===== src/rtl/core/assert_macros.svh =====
// Assertion macros shared by the decoder RTL.
// Needs clk and rst (synchronous, active high) in the including scope.
`ifndef ASSERT_MACROS_SVH
`define ASSERT_MACROS_SVH

// same-cycle implication, disabled during reset
`define ZSWD_ASSERT_NOW(label, ante, cons, msg) \
  label: assert property (@(posedge clk) disable iff (rst) (ante) |-> (cons)) \
    else $error(msg);

// next-cycle implication, disabled during reset
`define ZSWD_ASSERT_NEXT(label, ante, cons, msg) \
  label: assert property (@(posedge clk) disable iff (rst) (ante) |=> (cons)) \
    else $error(msg);

`endif


===== src/rtl/core/zswd_pkg.sv =====
// Shared types and constants for the zero-suppressed waveform decoder.
// No dependencies; imported by front, back and top level.
package zswd_pkg;

  localparam logic [2:0] KIND_SIZE    = 3'd0;
  localparam logic [2:0] KIND_TAG     = 3'd1;
  localparam logic [2:0] KIND_PED     = 3'd2;
  localparam logic [2:0] KIND_SAMPLES = 3'd3;
  localparam logic [2:0] KIND_FILL    = 3'd4;
  localparam logic [2:0] KIND_IGNORED = 3'd5;

  localparam logic [1:0] EV_NONE      = 2'd0;
  localparam logic [1:0] EV_BEGIN     = 2'd1;
  localparam logic [1:0] EV_END       = 2'd2;
  localparam logic [1:0] EV_BEGIN_END = 2'd3;

  localparam logic [1:0] STOP_OK      = 2'd0;
  localparam logic [1:0] STOP_OVERRUN = 2'd1;
  localparam logic [1:0] STOP_BADCODE = 2'd2;

  localparam logic [1:0] CODE_FILL    = 2'd0;
  localparam logic [1:0] CODE_SAMPLES = 2'd3;

  localparam logic [23:0] RECORD_SAMPLES_RESET = 24'd1024;
  localparam logic [31:0] MIN_RECORD_WORDS     = 32'd3;
  localparam logic [24:0] SAMPLE_MAX           = 25'h1FF_FFFF;
  localparam logic [23:0] PULSE_MAX            = 24'hFF_FFFF;
  localparam logic [25:0] LENGTH_SLACK         = 26'd16;
  localparam logic [25:0] SAMPLES_PER_WORD     = 26'd3;

  typedef enum logic [1:0] {
    CLS_SIZE,
    CLS_TAG,
    CLS_PED,
    CLS_DATA
  } word_class_t;

  typedef struct packed {
    word_class_t cls;
    logic        last;
    logic [31:0] word;
  } mid_entry_t;

  typedef struct packed {
    logic [2:0]  word_kind;
    logic [9:0]  sample_a;
    logic [9:0]  sample_b;
    logic [9:0]  sample_c;
    logic [24:0] samples_so_far;
    logic [23:0] fill_count;
    logic [39:0] header_value;
    logic [1:0]  pulse_event;
    logic [23:0] pulse_count;
    logic [1:0]  stop_status;
    logic        length_warning;
    logic        record_end;
  } result_t;

endpackage


===== src/rtl/core/zswd_fifo.sv =====
// Small register-based FIFO, used for the classified-word queue and the result queue.
// Generic; no package dependency. DEPTH must be at least 2.
module zswd_fifo #(
  parameter int WIDTH = 8,
  parameter int DEPTH = 2
) (
  input  logic             clk,
  input  logic             rst,
  input  logic             push,
  input  logic [WIDTH-1:0] wdata,
  output logic             full,
  input  logic             pop,
  output logic [WIDTH-1:0] rdata,
  output logic             empty
);

  localparam int PTR_W = $clog2(DEPTH);
  localparam int CNT_W = $clog2(DEPTH + 1);

  logic [WIDTH-1:0] mem [DEPTH];
  logic [PTR_W-1:0] wr_ptr;
  logic [PTR_W-1:0] rd_ptr;
  logic [CNT_W-1:0] count;
  logic             do_push;
  logic             do_pop;

  assign full    = (count == CNT_W'(DEPTH));
  assign empty   = (count == '0);
  assign do_push = push && !full;
  assign do_pop  = pop && !empty;
  assign rdata   = mem[rd_ptr];

  always_ff @(posedge clk) begin
    if (rst) begin
      wr_ptr <= '0;
      rd_ptr <= '0;
      count  <= '0;
    end else begin
      if (do_push) begin
        wr_ptr <= (wr_ptr == PTR_W'(DEPTH - 1)) ? '0 : wr_ptr + 1'b1;
      end
      if (do_pop) begin
        rd_ptr <= (rd_ptr == PTR_W'(DEPTH - 1)) ? '0 : rd_ptr + 1'b1;
      end
      if (do_push && !do_pop) begin
        count <= count + 1'b1;
      end else if (do_pop && !do_push) begin
        count <= count - 1'b1;
      end
    end
  end

  always_ff @(posedge clk) begin
    if (do_push) begin
      mem[wr_ptr] <= wdata;
    end
  end

endmodule


===== src/rtl/core/zswd_front.sv =====
// Front end: tracks the position of each word in its record and tags it.
// Depends on zswd_pkg (word_class_t, mid_entry_t).
module zswd_front
  import zswd_pkg::*;
(
  input  logic        clk,
  input  logic        rst,
  input  logic        accept,
  input  logic [31:0] data_word,
  output mid_entry_t  entry
);

  logic [31:0] word_position;
  logic [31:0] record_words;
  logic        last;

  // word_position never reaches all-ones, so the +1 cannot wrap
  assign last = (word_position != '0) && ((word_position + 32'd1) >= record_words);

  always_comb begin
    entry.word = data_word;
    entry.last = last;
    if (word_position == 32'd0) begin
      entry.cls = CLS_SIZE;
    end else if (word_position == 32'd1) begin
      entry.cls = CLS_TAG;
    end else if (word_position == 32'd2) begin
      entry.cls = CLS_PED;
    end else begin
      entry.cls = CLS_DATA;
    end
  end

  always_ff @(posedge clk) begin
    if (rst) begin
      word_position <= '0;
      record_words  <= '0;
    end else if (accept) begin
      if (word_position == 32'd0) begin
        record_words <= (data_word < MIN_RECORD_WORDS) ? MIN_RECORD_WORDS : data_word;
      end
      word_position <= last ? 32'd0 : word_position + 32'd1;
    end
  end

endmodule


===== src/rtl/core/zswd_back.sv =====
// Back end: decodes tagged words, keeps sample/pulse/pedestal state, builds results.
// Depends on zswd_pkg (mid_entry_t, result_t, code constants).
module zswd_back
  import zswd_pkg::*;
(
  input  logic        clk,
  input  logic        rst,
  input  logic        cfg_write,
  input  logic [23:0] cfg_data,
  input  logic        step,
  input  mid_entry_t  entry,
  output result_t     result
);

  logic [23:0] record_samples;
  logic [24:0] sample_total;
  logic [39:0] pedestal_level;
  logic        in_baseline;
  logic        decode_stopped;
  logic [23:0] pulses_opened;

  logic [24:0] sample_total_next;
  logic [39:0] pedestal_level_next;
  logic        in_baseline_next;
  logic        decode_stopped_next;
  logic [23:0] pulses_opened_next;

  logic [39:0] ped_word;
  logic [2:0]  ped_shift;
  logic [34:0] fill_n;
  logic [34:0] fill_sum;
  logic [25:0] three_sum;
  logic        began;

  assign ped_shift = 3'd7 - entry.word[30:28];
  assign ped_word  = entry.word[31] ? ({25'd0, entry.word[14:0]} << ped_shift)
                                    : {entry.word[30:0], 9'd0};
  assign fill_n    = {entry.word, 3'd0};
  assign fill_sum  = fill_n + {10'd0, sample_total};
  assign three_sum = {1'b0, sample_total} + SAMPLES_PER_WORD;

  always_comb begin
    result              = '0;
    result.word_kind    = KIND_IGNORED;
    sample_total_next   = sample_total;
    pedestal_level_next = pedestal_level;
    in_baseline_next    = in_baseline;
    decode_stopped_next = decode_stopped;
    pulses_opened_next  = pulses_opened;
    began               = 1'b0;

    unique case (entry.cls)
      CLS_SIZE: begin
        result.word_kind = KIND_SIZE;
      end
      CLS_TAG: begin
        result.word_kind    = KIND_TAG;
        result.header_value = {8'd0, entry.word};
      end
      CLS_PED: begin
        result.word_kind    = KIND_PED;
        result.header_value = ped_word;
        pedestal_level_next = ped_word;
      end
      CLS_DATA: begin
        if (!decode_stopped) begin
          case (entry.word[31:30])
            CODE_SAMPLES: begin
              result.word_kind = KIND_SAMPLES;
              result.sample_a  = entry.word[9:0];
              result.sample_b  = entry.word[19:10];
              result.sample_c  = entry.word[29:20];
              if (in_baseline) begin
                if (pulses_opened != PULSE_MAX) begin
                  pulses_opened_next = pulses_opened + 24'd1;
                end
                began              = 1'b1;
                result.pulse_event = EV_BEGIN;
              end
              in_baseline_next  = 1'b0;
              sample_total_next = (three_sum > {1'b0, SAMPLE_MAX}) ? SAMPLE_MAX
                                                                   : three_sum[24:0];
            end
            CODE_FILL: begin
              if (fill_sum > {11'd0, record_samples}) begin
                decode_stopped_next = 1'b1;
                result.stop_status  = STOP_OVERRUN;
              end else begin
                // sum fits under record_samples, so no saturation here
                result.word_kind    = KIND_FILL;
                result.fill_count   = fill_n[23:0];
                result.header_value = pedestal_level;
                sample_total_next   = fill_sum[24:0];
                if (!in_baseline) begin
                  result.pulse_event = EV_END;
                end
                in_baseline_next = 1'b1;
              end
            end
            default: begin
              decode_stopped_next = 1'b1;
              result.stop_status  = STOP_BADCODE;
            end
          endcase
        end
      end
      default: begin
        result.word_kind = KIND_IGNORED;
      end
    endcase

    result.samples_so_far = sample_total_next;
    result.pulse_count    = pulses_opened_next;
    result.record_end     = entry.last;

    if (entry.last) begin
      if (!in_baseline_next) begin
        result.pulse_event = began ? EV_BEGIN_END : EV_END;
      end
      result.length_warning = ({1'b0, sample_total_next} >
                               ({2'd0, record_samples} + LENGTH_SLACK));
      sample_total_next   = '0;
      in_baseline_next    = 1'b1;
      decode_stopped_next = 1'b0;
      pulses_opened_next  = '0;
    end
  end

  always_ff @(posedge clk) begin
    if (rst) begin
      record_samples <= RECORD_SAMPLES_RESET;
      sample_total   <= '0;
      pedestal_level <= '0;
      in_baseline    <= 1'b1;
      decode_stopped <= 1'b0;
      pulses_opened  <= '0;
    end else begin
      if (cfg_write) begin
        record_samples <= cfg_data;
      end
      if (step) begin
        sample_total   <= sample_total_next;
        pedestal_level <= pedestal_level_next;
        in_baseline    <= in_baseline_next;
        decode_stopped <= decode_stopped_next;
        pulses_opened  <= pulses_opened_next;
      end
    end
  end

endmodule


===== src/rtl/core/zero_suppressed_waveform_decoder.sv =====
// Top level of the zero-suppressed waveform decoder: front, word queue, back, result queue.
// Depends on zswd_pkg, zswd_fifo, zswd_front, zswd_back and assert_macros.svh.
//
//  channel  | handshake            | payload
//  ---------+----------------------+----------------------------------------------
//  input    | push / full          | data_word
//  result   | pop / empty          | word_kind .. record_end (one port per field)
//  config   | cfg_valid/cfg_ready  | cfg_data (record_samples)
//
// One result per input word; one word per cycle while the result side keeps up.
// The front tags words into the word queue, the back decodes them into the result queue.
// cfg_ready is always high. Synchronous reset empties both queues and restores
// the record state; record_samples returns to 1024. A stalled result side fills
// the result queue, then the word queue, and only then raises full.
`include "assert_macros.svh"

module zero_suppressed_waveform_decoder
  import zswd_pkg::*;
#(
  parameter int MID_DEPTH = 2,
  parameter int OUT_DEPTH = 2
) (
  input  logic        clk,
  input  logic        rst,
  input  logic        push,
  output logic        full,
  input  logic [31:0] data_word,
  input  logic        pop,
  output logic        empty,
  output logic [2:0]  word_kind,
  output logic [9:0]  sample_a,
  output logic [9:0]  sample_b,
  output logic [9:0]  sample_c,
  output logic [24:0] samples_so_far,
  output logic [23:0] fill_count,
  output logic [39:0] header_value,
  output logic [1:0]  pulse_event,
  output logic [23:0] pulse_count,
  output logic [1:0]  stop_status,
  output logic        length_warning,
  output logic        record_end,
  input  logic        cfg_valid,
  output logic        cfg_ready,
  input  logic [23:0] cfg_data
);

  mid_entry_t front_entry;
  mid_entry_t back_entry;
  result_t    back_result;
  result_t    out_result;
  logic       in_accept;
  logic       mid_empty;
  logic       out_full;
  logic       back_step;

  assign cfg_ready = 1'b1;
  assign in_accept = push && !full;
  assign back_step = !mid_empty && !out_full;

  zswd_front u_front (
    .clk       (clk),
    .rst       (rst),
    .accept    (in_accept),
    .data_word (data_word),
    .entry     (front_entry)
  );

  zswd_fifo #(
    .WIDTH ($bits(mid_entry_t)),
    .DEPTH (MID_DEPTH)
  ) u_mid_q (
    .clk   (clk),
    .rst   (rst),
    .push  (in_accept),
    .wdata (front_entry),
    .full  (full),
    .pop   (back_step),
    .rdata (back_entry),
    .empty (mid_empty)
  );

  zswd_back u_back (
    .clk       (clk),
    .rst       (rst),
    .cfg_write (cfg_valid && cfg_ready),
    .cfg_data  (cfg_data),
    .step      (back_step),
    .entry     (back_entry),
    .result    (back_result)
  );

  zswd_fifo #(
    .WIDTH ($bits(result_t)),
    .DEPTH (OUT_DEPTH)
  ) u_out_q (
    .clk   (clk),
    .rst   (rst),
    .push  (back_step),
    .wdata (back_result),
    .full  (out_full),
    .pop   (pop),
    .rdata (out_result),
    .empty (empty)
  );

  assign word_kind      = out_result.word_kind;
  assign sample_a       = out_result.sample_a;
  assign sample_b       = out_result.sample_b;
  assign sample_c       = out_result.sample_c;
  assign samples_so_far = out_result.samples_so_far;
  assign fill_count     = out_result.fill_count;
  assign header_value   = out_result.header_value;
  assign pulse_event    = out_result.pulse_event;
  assign pulse_count    = out_result.pulse_count;
  assign stop_status    = out_result.stop_status;
  assign length_warning = out_result.length_warning;
  assign record_end     = out_result.record_end;

  // a pulse can only open on a sample word
  `ZSWD_ASSERT_NOW(a_begin_on_samples, !empty && (pulse_event == EV_BEGIN || pulse_event == EV_BEGIN_END), word_kind == KIND_SAMPLES, "pulse opened on a non-sample word")
  // the stopping word itself is reported as ignored
  `ZSWD_ASSERT_NOW(a_stop_is_ignored, !empty && stop_status != STOP_OK, word_kind == KIND_IGNORED, "stop status on a decoded word")
  // length check happens only at record end
  `ZSWD_ASSERT_NOW(a_warn_at_end, !empty && length_warning, record_end, "length warning away from record end")
  // fill count only on a baseline fill beat
  `ZSWD_ASSERT_NOW(a_fill_kind, !empty && fill_count != '0, word_kind == KIND_FILL, "fill count on a non-fill word")
  // back never drops a beat: a tagged word waiting with room downstream is taken
  `ZSWD_ASSERT_NEXT(a_back_moves, !mid_empty && !out_full && !push && empty, !empty, "back end stalled with room in result queue")

endmodule

===== config.mk =====
export PLATFORM = sky130hd
export DESIGN_NAME = zero_suppressed_waveform_decoder
export DESIGN_NICKNAME = d
export VERILOG_FILES = /design/src/rtl/core/zswd_pkg.sv /design/src/rtl/core/zswd_fifo.sv /design/src/rtl/core/zswd_front.sv /design/src/rtl/core/zswd_back.sv /design/src/rtl/core/zero_suppressed_waveform_decoder.sv
export VERILOG_INCLUDE_DIRS = /design/src /design/src/rtl/core
export SDC_FILE = /design/constraint.sdc
export NUM_CORES = 1
export LEC_CHECK = 0
export BUFFER_PORTS_ARGS = -buffer_cell sky130_fd_sc_hd__buf_2
export CORE_MARGIN = 2
export CORE_UTILIZATION = 60
export CTS_CLUSTER_DIAMETER = 120
export CTS_CLUSTER_SIZE = 28
export DETAILED_ROUTE_END_ITERATION = 10
export MAX_ROUTING_LAYER = met4
export PLACE_DENSITY = 0.8
export SLEW_MARGIN = 20
export SYNTH_ARGS = -nofsm -noshare
export SYNTH_HDL_FRONTEND = slang
export SYNTH_SLANG_ARGS = --single-unit

===== constraint.sdc =====
create_clock -name clk -period 14.2 [get_ports clk]
set_input_delay 1.42 -clock clk [delete_from_list [all_inputs] [get_ports clk]]
set_output_delay 1.42 -clock clk [all_outputs]
set_load 0.01 [all_outputs]

==> results of run 1 <==
==> cell usage after synthesis (5+ instances only) <==
library cell    n
a211o_1         6
and2_1         17
xnor2_1        82
nand3b_1        5
o21a_1         12
or3_1           7
nor2b_1         9
buf_1          11
a31oi_1        16
a211oi_1       34
nor3_1         42
mux2_2        157
clkbuf_1      124
nand2b_1       11
xor2_1         58
nand4_1        49
a22oi_1        30
o21bai_1        5
a221o_1         7
o221ai_1       26
nor4_1         27
and4_1          7
a22o_1         20
nand2_1       245
a21o_1         40
a32o_1          5
a21oi_1       151
o21ai_0        86
a222oi_1       11
nand3_1        57
dfxtp_1       189
inv_1         120
mux2i_1        66
ha_1          117
buf_2           7
nor2_1        296
and3_1         26
edfxtp_1      368
o211ai_1       13
==> cell usage in the layout, fill, tap and decap left out, types with 16 or more instances in the layout <==
cell type  Yosys  layout
buf_4          4      40
mux2i_1       66      63
mux2_2       157     157
nand3_1       57      57
a21oi_1      151     151
xor2_1        58      58
a31oi_1       16      16
o21ai_0       86      86
xnor2_1       82      82
a22o_1        20      20
buf_2          7     210
dfxtp_1      189     187
clkbuf_16      0      23
nor3_1        42      42
nand2_1      245     245
o221ai_1      26      26
and3_1        26      25
nor4_1        27      26
a22oi_1       30      30
nand4_1       49      49
a21o_1        40      40
inv_1        120     120
and2_1        17      16
clkbuf_1     124      17
a211oi_1      34      34
edfxtp_1     368     368
ha_1         117     117
nor2_1       296     291
==> power breakdown <==
part	internal (uW)	leakage [uW]	total (uW)	switching, uW
sequential	2220	0.00503	2360	146
combinational	765	0.00620	2140	1380
clock	313	0.000312	803	490
total	3290	0.0115	5310	2010
==> tightest hold or removal path: stages (launching register included) <==
cell     delay, ns
dfxtp_1       0.32
nand2_1       0.05
a21oi_1       0.05
==> cells by family (layout without fill, tap and decap cells) <==
| logic type | after synthesis | count (layout) | synth area share |
|---|---|---|---|
| xor gates and xnor gates | 140 | 140 | 0.0437 |
| and+or+nand+nor | 808 | 808 | 0.130 |
| AOI/OAI and AO/OA | 509 | 509 | 0.121 |
| buffers and inverters | 268 | 414 | 0.0368 |
| adders and majority gates | 118 | 118 | 0.0529 |
| other | 2 | 5 | 0.000268 |
| muxes | 223 | 223 | 0.0866 |
| DFF | 557 | 557 | 0.529 |
==> worst max-delay path by stage <==
stage / cells past startpoint / endpoint / slack (ns)
after global placement: 32 / u_out_q.mem[0][1] / 5.37
final: 33 / u_out_q.mem[0][1] / 4.84
after CTS: 33 / u_out_q.mem[0][1] / 5.06
after floorplan: 36 / u_out_q.mem[0][1] / 6.38
after detailed placement: 33 / u_out_q.mem[0][1] / 5.07
after global routing: 33 / u_out_q.mem[0][1] / 4.18
==> layer usage <==
layer	vias to the layer above	part of all wire
li1	9794	-
met1	10296	0.43
met5	-	0
met2	1023	0.46
met3	146	0.080
met4	0	0.031
==> sequential cells by signal, indices dropped and copies added (netlist names), named ones only <==
register               cells
u_back.pedestal_level     40
u_back.pulses_opened      24
u_out_q.rd_ptr             1
u_mid_q.mem               70
u_front.word_position     32
u_back.record_samples     24
u_back.sample_total       25
u_out_q.wr_ptr             1
u_out_q.count              2
u_back.decode_stopped      1
u_mid_q.rd_ptr             1
u_front.record_words      32
u_mid_q.wr_ptr             1
u_back.in_baseline         1
u_mid_q.count              2
u_out_q.mem              298
==> area by class of cell <==
type	count	area share
Sequential cell	557	0.490
Multi-Input combinational cell	1802	0.403
Timing Repair Buffer	251	0.0453
Tap cell	607	0.0251
Clock buffer	40	0.0211
Inverter	121	0.0150
Clock inverter	2	0.000454
Antenna cell	1	0.0000826
==> stage by stage <==
step	area, sq um	hold slack, ns
after floorplan	28000	0.431
after global placement	29600	0.438
after detailed placement	29600	0.444
after CTS	30300	0.461
after global routing	30300	0.481
final	30300	0.458
==> impl_metrics.yaml, run 1 <==
status:
  status: "completed"
power_and_ir_drop:
  power_density_mw_per_mm2: 175
  p_leak_uw: 0.0115
  finalPower_uw: 5310
  ir_drop_uv: 153
critical_path:
  slowest_stage: "mux2i_1"
  r2r_slack_ns: 4.84
  crit_arrival_ns: 9.74
  worst-path-buf-inv: 3
  cpLargestDelayFamily: "compound AO/OA/AOI/OAI gates"
  path_common_cell: "a21oi_1"
  reg2reg_depth: 33
  slowest_delay_ns: 0.94
  crit_path_end_kind: "register"
  critPathKind: "register to register"
  required_ns: 14.57
  cp_max_fo: 58
  startpoint_type: "register"
  r2r-end: "u_out_q.mem[0][1]"
sta:
  setup_violations: 0
  setup_slack_ns: 4.84
  period_needed_ns: 9.36
  rsz0062_at_grt: "false"
  hold_viol: 0
  slew_headroom: 0.266
  slew_violations: 0
  fmax_mhz: 107
  finalSetupTns_ns: 0
  worstMarginPinSlew_ns: 1.07
  skew_ns: 0.0332
  fin_crit_sh: 0.659
route:
  wl_per_cell_um: 23.3
  drcViolationCount: 0
  vias: 21259
  drt-total-wl_um: 78600
  drtIter0Drc: 2336
  drt-pass1-iter-count: 10
  ant_nets: 0
  via_per_inst: 6.29
clock_network:
  cts_tree: "built"
  cts-htree-levels: 1
  clockBufferDepth: 3
  clock_latency_ns: 0.61
  cts-resized-gates: 0
  cts_root_buffer: "clkbuf_16"
  cts_buffers: 23
  holdBufCountCts: 0
  clk_pin_slew_ns: 0.12
  post_cts_buffers: 0
  clock-sinks: 557
floorplan:
  initial_core_util: 0.605
  dieArea_sq_mm: 0.0485
  die_w_um: 220
  core-area_sq_mm: 0.0464
  die_h_um: 220
  rows: 79
  io-pin-count: 216
finish:
  layout-drive-gt1-share: 0.164
  seq_area_sq_mm: 0.0148
  areaGrowthSynthToFinish_pct: 8.09
  final_nets: 2935
  fin_util: 0.654
  fill_cells: 3600
  multi_input_area_sq_mm: 0.0122
  fin_cells: 3381
place:
  gp_congestion: 0.993
  pre_cts_ws_ns: 5.07
  dpl.cell_count: 3338
  dpl.hpwl_um: 58100
  portBuffers: 211
global_routing:
  grt_use_met3: 0.0460
  grt_use_met2: 0.509
  grt_usage: 0.328
  grt_pass1_vias: 20081
  grt_pass1_wl_um: 117000
  overflow: 0
  grt_max_degree: 69
  grt_busiest_layer: "met2"
  antenna_found_initial: 2
  met1_usage: 0.453
synthesis:
  synth_cell_type_count: 73
  synth_edf_count: 368
  synth_area_sq_mm: 0.0280
  yosysSeqAreaShare: 0.529
  synth_area_per_cell_sq_um: 10.7
  synth_area_leader_cell: "edfxtp_1"
  synth_cells: 2625
  ys_warn_count: 0
  netlist_top_cells_area: "edfxtp_1, dfxtp_1, mux2_2"
  synth_top_area_frac: 0.394
  synthArstFlopShare: 0
  synthFlopType: "edfxtp_1"
  synth-seq-cells: 557
hold_path:
  holdPathStages: 2
  min-delay-start: "u_front.record_words[8]"
  holdPathEnd: "u_front.record_words[8]"
  hp-class: "register to register"
job:
  drv_cap: 0
Note: power is estimated with default switching activity, not from simulation.
==> run 2: changes to the inputs <==
- clock period: 14.2 -> 8.9 ns (I/O delays scaled with it)
==> run 2 against run 1 <==
Against the previous run: register-to-register slack worse by 4.2 ns; clock skew decreased by 0.0059 ns; total power increased by 59%; clock-buffer cell count fell by 1; critical path depth is 4 lower; worst setup slack worse by 4.2 ns; via count grew 0.10%; global-route usage down 0.29 points; wire length decreased by 0.53%; sequential power increased by 61%; final area increased by 0.35%; first-iteration DRC count grew 4.4%; largest cell class unchanged; highest routed layer unchanged.
==> impl_metrics.yaml, run 2 (synthesis gave the netlist of run 1 again) <==
finish:
  final_common_cell: "edfxtp_1"
  seq_area_sq_mm: 0.0148
  final_nets: 2945
  multi_input_area_sq_mm: 0.0122
  largest-register: "u_out_q.mem"
  areaGrowthSynthToFinish_pct: 8.46
  top_regs: "u_out_q.mem x298, u_mid_q.mem x70, u_back.pedestal_level x40"
  layout_common_cells: "edfxtp_1, nor2_1, nand2_1"
  largest_register_ffs: 298
  fill_cells: 3596
  fin_cells: 3390
  layout-drive-gt1-share: 0.168
route:
  ant_nets: 0
  drtIter0Drc: 2439
  drt-pass1-iter-count: 6
  vias: 21281
  wl_per_cell_um: 23.1
  via_per_inst: 6.28
  drcViolationCount: 0
  drt-total-wl_um: 78200
hold_path:
  hp-class: "register to register"
sta:
  slew_violations: 0
  setup_slack_ns: 0.630
  setup_violations: 0
  fmax_mhz: 121
  rsz0062_at_grt: "false"
  skew_ns: 0.0273
  fin_crit_sh: 0.929
  whs_ns: 0.461
  slew_headroom: 0.256
  period_needed_ns: 8.27
  finalSetupTns_ns: 0
  worstMarginPinSlew_ns: 1.09
  hold_viol: 0
global_routing:
  grt_pass1_wl_um: 117000
  antenna_found_initial: 2
  grt_max_degree: 120
  overflow: 0
  grt_pass1_vias: 20040
  grt_usage: 0.325
status:
  status: "completed"
clock_network:
  clk_pin_slew_ns: 0.11
  post_cts_buffers: 0
  cts_root_buffer: "clkbuf_16"
  cts_buffers: 23
  cts_tree: "built"
  clockBufferDepth: 3
  clock-sinks: 557
  clock_latency_ns: 0.60
  cts-htree-levels: 1
critical_path:
  slowest_stage: "or4b_1"
  path_common_cell: "a21oi_1"
  required_ns: 9.32
  startpoint_type: "register"
  cp_max_fo: 15
  crit_path_end_kind: "register"
  slowest_delay_ns: 0.59
  critPathKind: "register to register"
  crit_arrival_ns: 8.69
place:
  dpl.hpwl_um: 57200
  pre_cts_ws_ns: 0.743
  dpl.cell_count: 3346
  portBuffers: 211
  gp_congestion: 1.08
floorplan:
  dieArea_sq_mm: 0.0485
  core-area_sq_mm: 0.0464
  io-pin-count: 216
  initial_core_util: 0.605
  die_w_um: 220
  die_h_um: 220
  rows: 79
power_and_ir_drop:
  power_density_mw_per_mm2: 278
  p_leak_uw: 0.0116
  ir_drop_uv: 277
job:
  drv_cap: 0
-- run 2: cell types whose count changed in the layout (fill, tap and decap cells not counted) --
| cell | delta |
|---|---|
| dfxtp_4 | +1 |
| nor2_2 | -1 |
| mux2i_1 | -1 |
| nand2_2 | +1 |
| buf_4 | +8 |
| buf_8 | +1 |
| nand2_1 | -1 |
| mux2i_2 | +1 |
| dfxtp_2 | -1 |
| nor2_1 | +1 |
| buf_16 | +1 |
| clkbuf_1 | -1 |
-- run 2: per-layer routing --
layer | up-vias | share of wire | track usage
li1 | 9827 | - | -
met1 | 10312 | 0.42 | 0.440
met2 | 1000 | 0.47 | 0.514
met3 | 142 | 0.083 | 0.0535
met4 | 0 | 0.027 | 0.0859
met5 | - | 0 | -
-- run 2: layout make-up --
| type | instances | share of cell area |
|---|---|---|
| flip-flops and latches | 557 | 0.488 |
| multi-input cells | 1802 | 0.402 |
| repair buffers | 261 | 0.0485 |
| well taps | 607 | 0.0250 |
| clock buffers | 39 | 0.0209 |
| inverters | 121 | 0.0149 |
| clock inverters | 2 | 0.000453 |
| diodes | 1 | 0.0000823 |
-- run 2: path summary, 6_finish.rpt --
| path | startpoint | endpoint | slack, ns | cells past startpoint |
|---|---|---|---|---|
| min reg2reg | u_back.pedestal_level[0] | u_back.pedestal_level[0] | 0.46 | 2 |
| max | register | u_out_q.mem[1][1] | 0.63 | 29 |
| min | u_back.pedestal_level[0] | u_back.pedestal_level[0] | 0.46 | 2 |
| max reg2reg | register | u_out_q.mem[1][1] | 0.63 | 29 |
-- run 2: critical path, delay by kind of cell, from the launching register on --
kind	cells	cell delay [ns]
compound gates	11	3.01
fa+ha+maj	3	1.08
xor+xnor	1	0.30
buf+inv	3	0.50
mux	1	0.42
flops	1	0.52
simple gates	10	2.28
-- run 2: power by group --
part,switching (uW),internal [uW]
combinational,2160,1230
sequential,249,3540
clock,772,497
-- run 2: through the flow --
step	cell area [sq um]	power, uW	util
final	30400	8450	0.656
after CTS	30400	8430	0.655
after global routing	30400	8880	0.656
after floorplan	28000	5930	-
after global placement	29700	7100	0.641
after detailed placement	29700	7190	0.641
-- run 2: what timing repair did --
item | 4_1_cts | 5_1_grt
hold buffers | 0 | 0
gates resized for setup | 0 | 2
setup endpoints to repair | 0 | 2
